<file path="config.mk">
export PLATFORM = sky130hd
export DESIGN_NAME = lmf_ram
export DESIGN_NICKNAME = d
export VERILOG_FILES = /design/src/design/lmf_ram.sv
export SDC_FILE = /design/constraint.sdc
export NUM_CORES = 1
export LEC_CHECK = 0
export BUFFER_PORTS_ARGS = -buffer_cell sky130_fd_sc_hd__buf_2
export CORE_ASPECT_RATIO = 0.5
export CORE_MARGIN = 3
export CORE_UTILIZATION = 50
export DETAILED_ROUTE_END_ITERATION = 10
export PLACE_DENSITY = 0.72
export SETUP_SLACK_MARGIN = 0.02
export SYNTH_ARGS = -nofsm -noshare
export SYNTH_HDL_FRONTEND = slang
export SYNTH_SLANG_ARGS = --single-unit
</file>
<file path="constraint.sdc">
create_clock -name clk_i -period 2.74 [get_ports clk_i]
set_input_delay 0.137 -clock clk_i [delete_from_list [all_inputs] [get_ports clk_i]]
set_output_delay 0.137 -clock clk_i [all_outputs]
set_load 0.01 [all_outputs]
</file>
<file path="src/design/lmf_ram.sv">
// ----------------------------------------------------------------------------
// lmf_ram: simple dual-port synchronous RAM
// One write port, one read port, read data registered.
// ----------------------------------------------------------------------------
module lmf_ram #(
  parameter int DEPTH = 16,
  parameter int WIDTH = 16,
  localparam int AW = $clog2(DEPTH)
) (
  input  logic             clk_i,
  input  logic             we_i,
  input  logic [AW-1:0]    waddr_i,
  input  logic [WIDTH-1:0] wdata_i,
  input  logic [AW-1:0]    raddr_i,
  output logic [WIDTH-1:0] rdata_o
);

  logic [WIDTH-1:0] mem [DEPTH];

  always_ff @(posedge clk_i) begin
    if (we_i) begin
      mem[waddr_i] <= wdata_i;
    end
  end

  always_ff @(posedge clk_i) begin
    rdata_o <= mem[raddr_i];
  end

endmodule

</file>
# == Yosys cells after proc, flatten, opt, wreduce, memory -nomap -nowiden ==
# Memories as Yosys holds them, arrays and structs flattened. A register that Yosys moved wholly into a read port is not among the register bits.
# Index checks and enable logic that the tools add are counted.
# totals
register_bits,0
ramBits,256
in_bits,26
output_inout_bits,16
wordCells,3
mem_count,1
# mem_list
memory,words,word_bits,read_ports,rd_ports_with_merged_regs,write_ports,line,rtl
mem,16,16,1,1,1,18,logic [WIDTH-1:0] mem [DEPTH];
# op_classes
n_mux,2
# ops
cell,n
1-bit 2-to-1 mux,2

# == Logic depth before layout (Yosys ltp) ==
# logic_depth
ltp_word,2
depth_mapped,5
ltp_nobuf,3

# == Least setup slack after synthesis ==
# Ideal clock, no wire load.
# synth_timing
path_type,input port to flip-flop
from,input waddr_i[2]
to,memory mem[0][0] (enable)
setup_ns,0.409
arrival_ns,1.783
t_required_ns,2.331
slack_ns,0.548
stages,2
n_path_buf,0
path_cell_list,or3b_2 nor3_1
# synth_rtl
element,line,rtl
start: declaration,12,"input logic [AW-1:0] waddr_i,"
end: declaration,18,
# No word-level cell before the write port.

==> qor.csv <==
metric;value;unit
largest net degree at the start of global routing;37;
first drt pass iteration count;5;
startpoint of the lowest-slack hold path;wdata_i[15];
number of flops mapped to enable cells by yosys;256;
Final Net Count;543;
insertion delay to the later sink of the worst-skew pair;0.51;ns
layout overhead on the synthesized area;15.8;%
maximum fanout count along the critical path;1;
f_max;0.711;GHz
CTS buffer count;24;
Std-Cell Rows;35;
Detail Placement HPWL;11800;µm
VDD IR-drop max;0.000398;V
setup skew after layout;0.00876;ns
Die W;206;µm
commonest register cell after synthesis;sky130_fd_sc_hd__edfxtp_1;
total standard cell area after synthesis;10000;µm²
R2R cell count;3;
Die Y-Extent;106;µm
data required time of the worst path;3.14;ns
Vias/cell;5.98;
number of design-rule violations left by the first detailed-router iteration;494;
Worst Max-Slew Pin Slew;0.757;ns
hold violation count in the final report;0;
Post-Synthesis Cells;432;
count of unresolved DRC violations after routing;0;
max-slew violation count;0;
pre-CTS setup slack;0.824;ns
timing startpoint of the critical path;mem[1][10]$_DFFE_PP_;
Clock Tree Root;sky130_fd_sc_hd__clkbuf_16;
clock buffer depth;3;
io pins;42;
Clk pin slew, worst setup/hold paths;0.07;ns
Layout Utilization;0.611;
hold slack final;0.0105;ns
routed wire length;20600;µm
vias in the first global route;4799;
TritonCTS clock tree;built;
setup_tns;0;ns
most common library cell in the layout ignoring fill and taps;sky130_fd_sc_hd__edfxtp_1;
share of synthesized flip-flops with an asynchronous set or reset;0;
Post-Synthesis Net Count;458;
hold path cells;1;
sequential share of the synthesized area;0.797;
type of the most critical hold path;in2reg;
total power divided by cell area;720;nW/µm²
relative slew slack;0.495;
first-pass GRT wire length;31100;µm
setup repair after global routing missed its margin;no;
PnR worst setup slack;1.33;ns
count of antenna-violating nets left after detailed routing;0;
grt total ovfl;0;
area of the core region;19000;µm²
Leakage Power;3.82;nW
average footprint of a synthesized cell;23.2;µm²
postcts setup bufs;0;
kind of end point of the critical path;flop;
# placed instances;739;
Synthesis Warnings;0;
top library cells by usage in the layout, fill and taps aside;sky130_fd_sc_hd__edfxtp_1 (256), sky130_fd_sc_hd__mux4_2 (54), sky130_fd_sc_hd__buf_2 (40);
final critical-path share of the clock period;0.513;
share of post-route cells with drive strength above 1;0.325;
type of origin of the critical path;flop;
endpoint arrival time on the critical path;1.80;ns
max-cap check violation count;0;
routed wire length per instance;26.0;µm
flip-flop and latch count after synthesis;272;
Ant. Diodes;0;
final standard cell count with taps included and fillers excluded;794;
total clock sinks;272;
Setup-failing EPs final;0;
initial core utilization;0.527;
PortBufs;41;
full die area;21900;µm²
clock period minus final worst setup slack;1.41;ns
path type of the worst setup path;reg2reg;
final estimated routing congestion in global placement;0.770;
total via count in the routed design;4747;
synth unique cells;19;
H-Tree Depth;1;
antenna violations before repair;0;
Overall Global Routing Usage;0.197;
Reg-to-Reg Start;mem[1][10]$_DFFE_PP_;
status;completed;
==> layout make-up <==
cell class / instances / area, µm²
flip-flops and latches: 272 / 8010
fillers: 1276 / 7410
multi-input cells: 139 / 1960
clock buffers: 35 / 693
repair buffers: 80 / 578
well taps: 259 / 324
clock inverters: 9 / 70.1
==> per-stage QoR <==
step	cell area (µm²)	total power [mW]
3_5_place_dp	10800	5.19
4_1_cts	11600	8.44
6_report	11600	8.37
3_3_place_gp	10800	5.18
5_1_grt	11600	8.65
2_1_floorplan	10000	5.00
==> registers in the layout (all words and copies together), names as in the netlist <==
signal / cells
rdata_o: 16
mem: 256
==> layer usage <==
metal  vias to the layer above  routed length, µm  GRT usage
li1                       2008                  -          -
met1                      2487               9080      0.306
met2                       210               9350      0.294
met3                        42               1700     0.0367
met4                         0                499     0.0493
met5                         -                  0          0
==> critical path, cell delays in order, from the launching register on <==
cell and delay (ns):
sky130_fd_sc_hd__edfxtp_1 0.37, sky130_fd_sc_hd__mux4_1 0.55, sky130_fd_sc_hd__a22oi_1 0.27, sky130_fd_sc_hd__nand2_1 0.11
==> final timing paths <==
check | endpoint | slack, ns
min reg2reg | rdata_o[2]$_DFF_P_ | 0.66
max | rdata_o[10]$_DFF_P_ | 1.33
min | mem[13][15]$_DFFE_PP_ | 0.01
max reg2reg | rdata_o[10]$_DFF_P_ | 1.33
==> cells in the mapped netlist (4+ instances only) <==
| cell | instances | area share |
|---|---|---|
| sky130_fd_sc_hd__edfxtp_1 | 256 | 0.77 |
| sky130_fd_sc_hd__mux4_2 | 54 | 0.12 |
| sky130_fd_sc_hd__a22oi_1 | 32 | 0.024 |
| sky130_fd_sc_hd__nand2_1 | 17 | 0.0064 |
| sky130_fd_sc_hd__dfxtp_1 | 16 | 0.032 |
| sky130_fd_sc_hd__nor2_1 | 13 | 0.0049 |
| sky130_fd_sc_hd__mux4_1 | 10 | 0.026 |
| sky130_fd_sc_hd__clkbuf_1 | 8 | 0.0030 |
| sky130_fd_sc_hd__buf_6 | 4 | 0.0045 |
| sky130_fd_sc_hd__nor3_1 | 4 | 0.0020 |
==> where the power goes <==
| part | internal, mW | switching (mW) | total [mW] |
|---|---|---|---|
| Sequential | 4.65 | 0.0248 | 4.67 |
| Clock | 1.85 | 1.41 | 3.27 |
| Combinational | 0.187 | 0.246 | 0.433 |
==> logic make-up after synthesis <==
logic type,share of synthesized area
AOI/OAI and AO/OA,0.0239
buffers and inverters,0.0123
DFF,0.797
muxes,0.147
and+or+nand+nor,0.0192
==> timing repair <==
item | CTS | global route
hold endpoints to repair | 170 | 0
hold buffers | 11 | 0
resized for setup | 0 | 0
Power figures use the tool's default switching activity.
