--- src/design/lmf_pkg.sv ---
// ----------------------------------------------------------------------------
// lmf_pkg: shared types, codes and tables
// Command codes, sequencer states, gradient type and the interpolated
// sigmoid / softplus tables used by the SGD update block.
// ----------------------------------------------------------------------------
package lmf_pkg;

  // command field codes
  localparam logic [2:0] CMD_TRAIN     = 3'd0;
  localparam logic [2:0] CMD_WR_USER   = 3'd1;
  localparam logic [2:0] CMD_WR_ITEM   = 3'd2;
  localparam logic [2:0] CMD_RD_USER   = 3'd3;
  localparam logic [2:0] CMD_RD_ITEM   = 3'd4;
  localparam logic [2:0] CMD_WR_GLOBAL = 3'd5;
  localparam logic [2:0] CMD_RD_GLOBAL = 3'd6;

  // configuration register indexes
  localparam logic CFG_RATE  = 1'b0;
  localparam logic CFG_DECAY = 1'b1;

  localparam logic [15:0] RATE_RESET  = 16'd655;
  localparam logic [15:0] DECAY_RESET = 16'd0;

  // gradient in signed Q1.16, range -1.0 .. +1.0
  localparam int GW = 18;
  typedef logic signed [GW-1:0] grad_t;

  typedef enum logic [2:0] {
    OP_NONE,
    OP_TRAIN,
    OP_WR_USER,
    OP_WR_ITEM,
    OP_RD_USER,
    OP_RD_ITEM,
    OP_WR_GLOBAL,
    OP_RD_GLOBAL
  } op_e;

  typedef enum logic [3:0] {
    ST_CLEAR,
    ST_IDLE,
    ST_EXEC,
    ST_RDWAIT,
    ST_DOT_RD,
    ST_DOT_WAIT,
    ST_SCORE,
    ST_SIG,
    ST_UPD_RD,
    ST_UPD_DRAIN,
    ST_DONE
  } state_e;

  function automatic logic [15:0] sig_tab(input logic [4:0] k);
    logic [15:0] v;
    case (k)
      5'd0:    v = 16'd32768;
      5'd1:    v = 16'd40793;
      5'd2:    v = 16'd47910;
      5'd3:    v = 16'd53581;
      5'd4:    v = 16'd57724;
      5'd5:    v = 16'd60565;
      5'd6:    v = 16'd62428;
      5'd7:    v = 16'd63615;
      5'd8:    v = 16'd64357;
      5'd9:    v = 16'd64816;
      5'd10:   v = 16'd65097;
      5'd11:   v = 16'd65269;
      5'd12:   v = 16'd65374;
      5'd13:   v = 16'd65438;
      5'd14:   v = 16'd65476;
      5'd15:   v = 16'd65500;
      default: v = 16'd65514;
    endcase
    return v;
  endfunction

  function automatic logic [15:0] lse_tab(input logic [4:0] k);
    logic [15:0] v;
    case (k)
      5'd0:    v = 16'd45426;
      5'd1:    v = 16'd31069;
      5'd2:    v = 16'd20530;
      5'd3:    v = 16'd13200;
      5'd4:    v = 16'd8318;
      5'd5:    v = 16'd5170;
      5'd6:    v = 16'd3184;
      5'd7:    v = 16'd1950;
      5'd8:    v = 16'd1189;
      5'd9:    v = 16'd724;
      5'd10:   v = 16'd440;
      5'd11:   v = 16'd267;
      5'd12:   v = 16'd162;
      5'd13:   v = 16'd98;
      5'd14:   v = 16'd60;
      5'd15:   v = 16'd36;
      default: v = 16'd22;
    endcase
    return v;
  endfunction

  // linear interpolation over half-unit steps, floor; a is |x| in Q.12
  function automatic logic [15:0] interp(input logic use_lse, input logic [40:0] a);
    logic [3:0]  k;
    logic [10:0] f;
    logic [15:0] t0;
    logic [15:0] t1;
    logic [28:0] s;
    logic [15:0] r;
    k  = a[14:11];
    f  = a[10:0];
    t0 = use_lse ? lse_tab({1'b0, k}) : sig_tab({1'b0, k});
    t1 = use_lse ? lse_tab(5'({1'b0, k}) + 5'd1) : sig_tab(5'({1'b0, k}) + 5'd1);
    s  = 29'(t0) * 29'(12'd2048 - 12'(f)) + 29'(t1) * 29'(f);
    if (a >= 41'd32768) begin
      r = use_lse ? lse_tab(5'd16) : sig_tab(5'd16);
    end else begin
      r = 16'(s >> 11);
    end
    return r;
  endfunction

endpackage

--- src/design/lmf_upd.sv ---
// ----------------------------------------------------------------------------
// lmf_upd: regularised SGD step for one entry
// x_new = sat(x + round(rate * (grad*other - decay*x) / 2^32)), three stages.
// ----------------------------------------------------------------------------
module lmf_upd #(
  parameter int VW  = 16,
  parameter int OTW = 16,
  parameter int TW  = 5
) (
  input  logic                  clk_i,
  input  logic                  rst_ni,
  input  logic                  valid_i,
  input  logic [TW-1:0]         tag_i,
  input  logic signed [VW-1:0]  x_i,
  input  logic signed [OTW-1:0] other_i,
  input  lmf_pkg::grad_t        grad_i,
  input  logic [15:0]           rate_i,
  input  logic [15:0]           decay_i,
  output logic                  valid_o,
  output logic [TW-1:0]         tag_o,
  output logic signed [VW-1:0]  x_o,
  output logic                  busy_o
);

  localparam int PA   = lmf_pkg::GW + OTW;
  localparam int PB   = 17 + VW;
  localparam int DW   = ((PA > PB) ? PA : PB) + 1;
  localparam int HW   = DW - 16;
  localparam int HLW  = HW + 17;
  localparam int SUMW = HLW + 1;
  localparam int DLW  = SUMW - 16;
  localparam int NW   = ((VW > DLW) ? VW : DLW) + 1;
  localparam logic signed [NW-1:0] VMAX = NW'((64'sd1 <<< (VW - 1)) - 64'sd1);
  localparam logic signed [NW-1:0] VMIN = NW'(-(64'sd1 <<< (VW - 1)));

  logic v1_q, v2_q, v3_q;
  logic [TW-1:0] t1_q, t2_q, t3_q;
  logic signed [PA-1:0]  s1_pa_q;
  logic signed [PB-1:0]  s1_pb_q;
  logic signed [VW-1:0]  s1_x_q, s2_x_q;
  logic signed [HLW-1:0] s2_hl_q;
  logic [31:0]           s2_ll_q;
  logic signed [VW-1:0]  x_q;

  logic signed [DW-1:0]   diff;
  logic signed [HW-1:0]   hi;
  logic [15:0]            lo;
  logic [32:0]            b;
  logic signed [SUMW-1:0] sum;
  logic signed [DLW-1:0]  delta;
  logic signed [NW-1:0]   nx;
  logic signed [VW-1:0]   x_d;

  always_comb begin
    diff  = DW'(s1_pa_q) - DW'(s1_pb_q);
    hi    = HW'(diff >>> 16);
    lo    = diff[15:0];
    // round half up: bias the low product before dropping 16 bits
    b     = 33'(s2_ll_q) + 33'd2147483648;
    sum   = SUMW'(s2_hl_q) + SUMW'($signed({1'b0, b[32:16]}));
    delta = DLW'(sum >>> 16);
    nx    = NW'(s2_x_q) + NW'(delta);
    if (nx > VMAX) begin
      x_d = VW'(VMAX);
    end else if (nx < VMIN) begin
      x_d = VW'(VMIN);
    end else begin
      x_d = VW'(nx);
    end
  end

  always_ff @(posedge clk_i or negedge rst_ni) begin
    if (!rst_ni) begin
      v1_q <= 1'b0;
      v2_q <= 1'b0;
      v3_q <= 1'b0;
    end else begin
      v1_q <= valid_i;
      v2_q <= v1_q;
      v3_q <= v2_q;
    end
  end

  always_ff @(posedge clk_i) begin
    t1_q    <= tag_i;
    t2_q    <= t1_q;
    t3_q    <= t2_q;
    s1_pa_q <= PA'(grad_i) * PA'(other_i);
    s1_pb_q <= PB'($signed({1'b0, decay_i})) * PB'(x_i);
    s1_x_q  <= x_i;
    s2_hl_q <= HLW'(hi) * HLW'($signed({1'b0, rate_i}));
    s2_ll_q <= 32'(lo) * 32'(rate_i);
    s2_x_q  <= s1_x_q;
    x_q     <= x_d;
  end

  assign valid_o = v3_q;
  assign tag_o   = t3_q;
  assign x_o     = x_q;
  assign busy_o  = v1_q | v2_q | v3_q;

endmodule

--- config.mk ---
export PLATFORM = sky130hd
export DESIGN_NAME = lmf_upd
export DESIGN_NICKNAME = d
export VERILOG_FILES = /design/src/design/lmf_pkg.sv /design/src/design/lmf_upd.sv
export SDC_FILE = /design/constraint.sdc
export NUM_CORES = 2
export LEC_CHECK = 0
export BUFFER_PORTS_ARGS = -buffer_cell sky130_fd_sc_hd__buf_2
export CORE_MARGIN = 2
export CORE_UTILIZATION = 60
export DETAILED_ROUTE_END_ITERATION = 8
export GPL_TIMING_DRIVEN = 0
export PLACE_DENSITY = 0.81
export SLEW_MARGIN = 10
export SYNTH_ARGS = -nofsm -noshare
export SYNTH_HDL_FRONTEND = slang
export SYNTH_SLANG_ARGS = --single-unit
--- constraint.sdc ---
create_clock -name clk_i -period 23.8 [get_ports clk_i]
set_input_delay 7.14 -clock clk_i [delete_from_list [all_inputs] [get_ports clk_i]]
set_output_delay 7.14 -clock clk_i [all_outputs]
set_load 0.005 [all_outputs]
After elaboration in Yosys (flattened, before gate mapping)
Cells that the tools add are included.

Add/sub/neg operators: 4. Multiply operators: 4. $lt $le $gt $ge: 2. Mux-type cells: 1. Bitwise logic cells: 2.

Operators by type and width (number): $add A36 B18 Y37 (1); $mul A19 B17 Y36 (1); $sub A34 B33 Y35 (1); $mul A18 B16 Y34 (1); $add A32 B32 Y33 const B (1); $mul A17 B16 Y33 (1); $mul A16 B16 Y32 (1); $add A16 B21 Y22 (1); $gt A22 B16 Y1 const B (1); $lt A22 B16 Y1 const B (1); $mux W16 (1); $or A1 B1 Y1 (2).

Flip-flop bits (word level): 201. Input bits: 90. Output and inout port bits: 23. Logic and storage cells: 26.

Logic depth before layout (Yosys ltp)
Word-level depth: 5. Depth in mapped cells: 37. Depth with buffers taken out: 36.

Least setup slack after synthesis
OpenSTA, ideal clock, no wires.

Path kind: in2reg. Start point: input rate_i[8]. End point: register s2_hl_q[34]. Setup time: 0.072 ns. Arrival: 13.100 ns. Required time: 23.728 ns. Path slack: 10.628 ns. Stages on the path: 25. Buffers on the path: 2. Cells stage by stage: clkbuf_1 -> clkbuf_1 -> nand2_1 -> fa_1 -> inv_1 -> fa_1 -> inv_1 -> fa_1 -> inv_1 -> fa_1 -> fa_1 -> inv_1 -> fa_1 -> inv_1 -> ha_1 -> a21o_1 -> a21o_1 -> a21oi_1 -> o21ai_0 -> o21ai_1 -> a2111oi_0 -> or4_1 -> a31o_2 -> a21oi_1 -> xnor2_1.

Longest elaborated chain between the ends: 1.

RTL lines: from (decl) (RTL line lmf_upd.sv:17) `input logic [15:0] rate_i,`; $mul A19 B17 Y36 (RTL line lmf_upd.sv:91) `s2_hl_q <= HLW'(hi) * HLW'($signed({1'b0, rate_i}));`; to (signal assigned) (RTL line lmf_upd.sv:91); to (decl) (RTL line lmf_upd.sv:41) `logic signed [HLW-1:0] s2_hl_q;`.

No other way between the ends. A chain may end at the register's enable or synchronous reset.

Final worst setup path
Start point: input rate_i[3]. End point: register s2_ll_q[31].

Longest elaborated chain between the ends: 1.

RTL lines: $mul A16 B16 Y32 (RTL line lmf_upd.sv:92) `s2_ll_q <= 32'(lo) * 32'(rate_i);`; to (signal assigned) (RTL line lmf_upd.sv:92); to (decl) (RTL line lmf_upd.sv:42) `logic [31:0] s2_ll_q;`.

No other way between the ends.

==> impl_metrics.ini <==
[run_status]
status = finished, final reports clean

[grt]
grt_max_degree = 20
met3_usage_pct = 6.10
grt.busiest_layer = met2
gr-total-overflow = 0
grt_pass1_wl_um = 188000
antenna_found_initial = 2
grt_pass1_vias = 37700
grtUsageMet2_pct = 51.8
grt_usage_pct = 30.8
grt.met1_usage_pct = 37.0

[cts]
cts_buffers = 17
hold_buffers = 0
clk_pin_slew_ps = 70
cts_tree = built
clk_path_buf_depth = 2
worstSkewPairLatency_ps = 500
ctsHtreeMaxLevel = 4
post_cts_buffers = 0
root_buffer = clkbuf_16
cts_resized = 0
clkSinkCount = 185

[final_layout]
area_growth_pct = 5.21
stdcell_area_um2 = 48500
fillers = 6166
final_nets = 6751
drive_gt1_share_pct = 3.33

[synth]
yosysSeqAreaShare_pct = 8.07
synth_area_leaders = fa_1 43%, ha_1 13%, inv_1 10%
yosysWarnings = 0
synth-edff-count = 0
ys_seq_elements = 185
synth_cell_types = 83
syn_nets = 6639
syn_inst = 5097
synth_flop_cell = dfxtp_1
syn_area_um2 = 46100
netlist.area_leader.share_pct = 42.6
syn_avg_cell_area_um2 = 9.04
synth_largest_area_cell = fa_1
netlist_top_cells_count = 1223 x inv_1, 980 x fa_1, 705 x nand2_1
yosysMostFrequentCell = inv_1
ys_async_sr_fraction_pct = 1.62

[sta]
setup_slack_ps = 9540
fin_worst_skew_ps = 16.5
setup_violations = 0
min_period_ps = 14260
max_slew_margin_pct = 9.33
finalSetupTns_ps = 0
finalCritPeriodShare_pct = 59.9
tightest_slew_ps = 1350
rsz0062_at_grt = no
max_freq_mhz = 70.1
final_max_slew_viol_count = 0
finalHoldViolations = 0

[die]
die-height_um = 281
dieArea_um2 = 79000
ios = 113
start_util_pct = 60.6
rows = 101
fp.dieW_um = 281
core_um2 = 75900

[flow_run]
maxCapViolCount = 0

[route]
drtAntennaViolNets = 0
drt-total-wl_um = 115000
drc_errors = 0
post_drt_wl_per_cell_um = 18.3
first_pass_iters = 6
vias_per_cell = 5.54
drt-initial-drc-count = 2469
vias = 34600

[worst_hold_path]
hold_path_class = reg -> reg

[worst_setup_path]
critPathKind = in -> reg
start_kind = primary input
worst-endpoint-required_ps = 24150
end_kind = register
crit_arrival_ps = 14610
crit_fanout = 10

[place]
dpl_cell_area_um2 = 47800
io_buffers = 93
place_congestion = 0.989
dpl_worst_slack_ps = 9190
dp_hpwl_um = 96800
per-stage QoR:
stage	hold slack, ps	std cells	utilization (%)
6_report	327	6255	63.8
5_1_grt	331	6252	63.8
4_1_cts	328	6252	63.8
3_5_place_dp	312	6220	63.0
3_3_place_gp	310	6220	63.0
2_1_floorplan	310	5097	-
logic make-up after synthesis:
logic type / after synthesis / share of synthesized area [%]
AND/OR/NAND/NOR: 1430 / 15.1
XOR/XNOR: 185 / 3.55
buffers and inverters: 1401 / 11.5
AO/OA/AOI/OAI: 440 / 6.32
flip-flops: 185 / 8.07
multiplexers: 4 / 0.0869
adder cells (fa/ha/maj): 1452 / 55.4
layout make-up:
| type | count | area, µm² | share of cell area, % |
|---|---|---|---|
| Timing Repair Buffer | 93 | 465 | 0.960 |
| Sequential cell | 185 | 3720 | 7.67 |
| Tap cell | 1030 | 1290 | 2.66 |
| Buffer | 178 | 699 | 1.44 |
| Inverter | 1223 | 4590 | 9.47 |
| Antenna cell | 3 | 7.51 | 0.0155 |
| Multi-Input combinational cell | 3511 | 37100 | 76.5 |
| Clock inverter | 15 | 208 | 0.429 |
| Clock buffer | 17 | 425 | 0.878 |
cells in the final DEF, fill, tap and decap left out, types with 62 or more instances in the layout:
cell type | synthesis | layout
xnor2_1 | 140 | 140
and2_1 | 400 | 400
fa_1 | 980 | 980
a21oi_1 | 126 | 126
dfxtp_1 | 182 | 182
nor2_1 | 98 | 98
nand2_1 | 705 | 705
ha_1 | 472 | 472
o21ai_0 | 85 | 85
a21o_1 | 62 | 62
inv_1 | 1223 | 1223
buf_2 | 10 | 103
clkbuf_1 | 160 | 160
critical path, stage by stage:
cell	delay (ps)
clkbuf_1	460
clkbuf_1	650
nand2_1	200
fa_1	530
inv_1	50
fa_1	530
inv_1	60
fa_1	480
fa_1	560
inv_1	50
fa_1	480
inv_1	50
fa_1	470
inv_1	40
ha_1	270
and4_1	200
nand3_1	80
o31a_1	390
a31oi_1	370
o211a_1	260
nor2_1	70
o31ai_1	620
o41ai_1	160
xnor2_1	410
per-layer routing:
layer,vias up,wire [µm]
met5,-,0
met4,0,7430
met3,459,9480
met2,1512,55100
met1,17300,42500
li1,15400,-
flip-flops by register name, summed over array words and instances, names as in the netlist, 16 cells and up:
name and cells:
s1_pa_q 34, s1_pb_q 33, s1_x_q 16, s2_hl_q 36, s2_ll_q 16, s2_x_q 16
x_o 16
final timing paths:
path                            slack, ps          end       start  depth (start not counted)
max in group asynchronous           17270         v2_q      rst_ni                          1
worst max register to register      13610  s2_hl_q[29]  s1_pa_q[0]                         33
worst max-delay path                 9540  s2_ll_q[31]   rate_i[3]                         24
worst min-delay path                  330      t2_q[1]     t1_q[1]                          0
min in group asynchronous            6420      valid_o      rst_ni                          1
worst min register to register        330      t2_q[1]     t1_q[1]                          0
Power is not shown: default switching activity piles up to over one toggle a cycle in this logic, so the estimate is an artifact.
